--- src/rtl/mvm_ram.sv ---
// Generic single-write, single-read RAM with registered read data.
// No dependencies; used for the weight and vector stores.
`default_nettype none

module mvm_ram #(
  parameter int WIDTH = 16,
  parameter int DEPTH = 32,
  parameter int AW    = (DEPTH > 1) ? $clog2(DEPTH) : 1
) (
  input  wire logic             clk,
  input  wire logic             we,
  input  wire logic [AW-1:0]    waddr,
  input  wire logic [WIDTH-1:0] wdata,
  input  wire logic [AW-1:0]    raddr,
  output logic      [WIDTH-1:0] rdata
);

  logic [WIDTH-1:0] mem [DEPTH];

  always_ff @(posedge clk) begin
    if (we) begin
      mem[waddr] <= wdata;
    end
    rdata <= mem[raddr];
  end

endmodule

`default_nettype wire

--- config.mk ---
export PLATFORM = sky130hd
export DESIGN_NAME = mvm_ram
export DESIGN_NICKNAME = d
export VERILOG_FILES = /design/src/rtl/mvm_ram.sv
export SDC_FILE = /design/constraint.sdc
export NUM_CORES = 1
export LEC_CHECK = 0
export BUFFER_PORTS_ARGS = -buffer_cell sky130_fd_sc_hd__buf_2
export CAP_MARGIN = 15
export CORE_MARGIN = 3
export CORE_UTILIZATION = 50
export CTS_CLUSTER_SIZE = 20
export DETAILED_ROUTE_END_ITERATION = 8
export HOLD_SLACK_MARGIN = 0.02
export PLACE_DENSITY = 0.77
export SYNTH_ARGS = -nofsm -noshare
export SYNTH_HDL_FRONTEND = slang
export SYNTH_SLANG_ARGS = --single-unit
export TNS_END_PERCENT = 20
--- constraint.sdc ---
create_clock -name clk -period 3.1 [get_ports clk]
set_clock_uncertainty 0.1 [all_clocks]
set_input_delay 0.62 -clock clk [delete_from_list [all_inputs] [get_ports clk]]
set_output_delay 0.62 -clock clk [all_outputs]
set_load 0.02 [all_outputs]
==> run_results.csv <==
group,metric,value,unit
outcome,status,"completed",
setup_path,critPathMaxStageDelay,0.52,ns
finish,final_nets,1275,
setup_path,cp.required,3.45,ns
pwr,p_sw,3.11,mW
sta,setup-tns-final,0,ns
placement,portBuffers,43,
cts,cts_sinks,528,
placement,post-dp-hpwl,26.8,mm
setup_path,path_cells,"buf_8 > buf_12 > buf_4 > mux2i_1 > a22oi_1 > a31oi_1 > nand3_1",
detailed_routing,route.antenna.remaining_nets,0,
detailed_routing,post-route-drc-count,0,
detailed_routing,vias,10800,
setup_path,cp_max_fo,33,
global_route,track_usage,20.5,%
setup_path,endpoint_kind,"flop",
finish,fin_cells,1810,
pwr,switching_share,21.1,%
sta,fin_crit,2.21,ns
global_route,antenna_found_initial,0,
finish,num-fill-cells,2929,
sta,maxSlewViolCount,0,
pwr,p_comb_share,5.5,%
floorplan,row_count,73,
pwr,power,14.8,mW
yosys,synth.avg_cell_area,18.0,µm²
pwr,pwr-share-clk,40.4,%
detailed_routing,avgViaCountPerCell,5.95,
sta,slew_headroom,48.7,%
detailed_routing,drt_iter0_markers,1287,
cts,cts_buffers,52,
placement,gp_congestion,0.804,
floorplan,fp.dieW,209,µm
yosys,synth_area,20500,µm²
detailed_routing,avgRoutedWirePerCell,24.9,µm
cts,cts-resized-gates,0,
placement,dp.cells,1718,
pwr,p_int,11.7,mW
detailed_routing,first_pass_iters,5,
global_route,first_global_vias,10800,
global_route,grt_max_degree,65,
cts,cts_tree,"yes",
cts,clockBufferDepth,3,
floorplan,io_pins,44,
sta,rsz0062_at_grt,"no",
floorplan,dieArea,43500,µm²
yosys,seq_area_frac_synth,76.4,%
cts,cts-hold-fix-buffers,0,
sta,finalCritPeriodShare,71.4,%
pwr,pwr-share-seq,54.0,%
setup_path,startpoint_type,"input port",
sta,hold_viol_final,0,
yosys,ys.flop_type,"edfxtp_1",
cts,worstSkewPairLatency,0.59,ns
floorplan,die_h,209,µm
job,maxCapViolations,0,
floorplan,core_area,40200,µm²
yosys,synth_edf_count,512,
yosys,synthDistinctLibCells,26,
setup_path,cp_slowest_cell,"a31oi_1",
yosys,ys_ff_latch,528,
pwr,peakVddDrop,481,µV
sta,tightest_slew,0.769,ns
setup_path,critical_path_class,"input port to flop",
pwr,p_per_area,637,nW/µm²
pwr,leakage,8.19,nW
yosys,synthCells,1143,
sta,setup_viol,0,
detailed_routing,drt_wl_total,45.1,mm
floorplan,start_util,51.1,%
cts,htreeDepth,2,
global_route,grt_pass1_wl,67.4,mm
finish,antenna_cells,0,
cts,clkTransAtPathRegs,0.06,ns
yosys,async_flop_share,0,%
yosys,synth_nets,1171,
finish,drive_gt1_share,15.3,%
yosys,ys_warn_count,0,
global_route,gr-total-overflow,0,
cts,root_buffer,"clkbuf_16",
worst_hold_path,hold_class,"input port to flop",
setup_path,cp_data_arrival_time,2.56,ns
finish,syn_to_final_growth,12.9,%
cts,post_cts.repair.setup_buffers,0,
sta,max_freq,452,MHz
[sequential cells by signal, indices dropped and copies added (netlist names)]
name and count:
mem 512, rdata 16
[power by group through the flow]
stage               clock, mW  combinational, mW  sequential, mW
finish                   5.97              0.818            7.98
global route             6.33              0.867            7.98
CTS                      6.04              0.813            7.98
detailed placement          0              0.809            8.13
global placement            0              0.793            8.12
floorplan                   0              0.446            8.15
[per-layer routing]
metal / track usage (%) / up-vias / share of wire [%] / wire [µm]
li1: - / 4759 / - / -
met1: 29.1 / 5424 / 41 / 18400
met2: 32.9 / 530 / 48 / 21600
met3: 4.11 / 56 / 9.5 / 4270
met4: 5.64 / 0 / 1.9 / 855
met5: 0 / - / 0 / 0
[kinds of logic after synthesis]
| group | after synthesis | share of synthesized area (%) |
|---|---|---|
| compound gates | 144 | 4.97 |
| buf+inv | 67 | 2.63 |
| flops | 528 | 76.4 |
| mux | 256 | 12.5 |
| simple gates | 148 | 3.49 |
[layout by cell type, fill, tap and decap left out, types with 32 or more instances in the layout]
cell	instances
a21oi_1	32
nand3_1	34
edfxtp_1	512
nor2_1	33
buf_2	42
nand2_1	33
mux2i_1	256
a22oi_1	64
clkbuf_16	53
buf_4	64
a22o_1	32
[cells in the mapped netlist (3+ instances only)]
cell	instances	area [µm²]
dfxtp_1	16	320
nand3_1	34	170
or3b_2	3	26.3
a21oi_1	32	160
a31oi_1	16	100
buf_8	6	90.1
clkbuf_1	12	45.0
nor2_1	33	124
buf_6	6	67.6
mux2i_1	256	2560
a22oi_1	64	480
buf_2	19	95.1
nand3b_1	5	37.5
buf_12	5	100
buf_4	19	143
edfxtp_1	512	15400
nand2_1	33	124
a22o_1	32	280
nor3_1	16	80.1
nand4_1	16	100
[worst max-delay path, delay by kind of cell]
kind                   cells  cell delay, ns
and+or+nand+nor            1            0.12
muxes                      1            0.28
buffers and inverters      3            0.86
AOI/OAI and AO/OA          2            0.66
[area by class of cell]
cell class / instances / area, µm² / area share [%]
timing repair buffer: 117 / 906 / 3.91
clock inverter: 30 / 256 / 1.11
clock buffer: 62 / 1360 / 5.86
tap: 525 / 657 / 2.83
sequential: 528 / 15700 / 67.7
multi-input combinational: 548 / 4320 / 18.6
[per-stage QoR]
step	area [µm²]	setup WS [ns]	hold WS [ns]	util, %
after floorplan	20500	0.640	0.453	-
after global placement	21600	0.441	0.484	53.7
after detailed placement	21600	0.296	0.504	53.7
after CTS	23200	0.920	0.457	57.7
after global routing	23200	0.799	0.501	57.7
final	23200	0.886	0.476	57.7
[path summary, 6_finish.rpt]
kind / to / slack (ns) / cells after the start / startpoint
setup reg to reg: rdata[0]$_DFF_P_ / 1.47 / 5 / mem[5][0]$_DFFE_PP_
setup / recovery: rdata[2]$_DFF_P_ / 0.89 / 7 / raddr[0]
hold / removal: rdata[2]$_DFF_P_ / 0.48 / 4 / raddr[3]
hold reg to reg: rdata[9]$_DFF_P_ / 0.52 / 4 / mem[10][9]$_DFFE_PP_
Note: power is estimated with default switching activity, not from simulation.
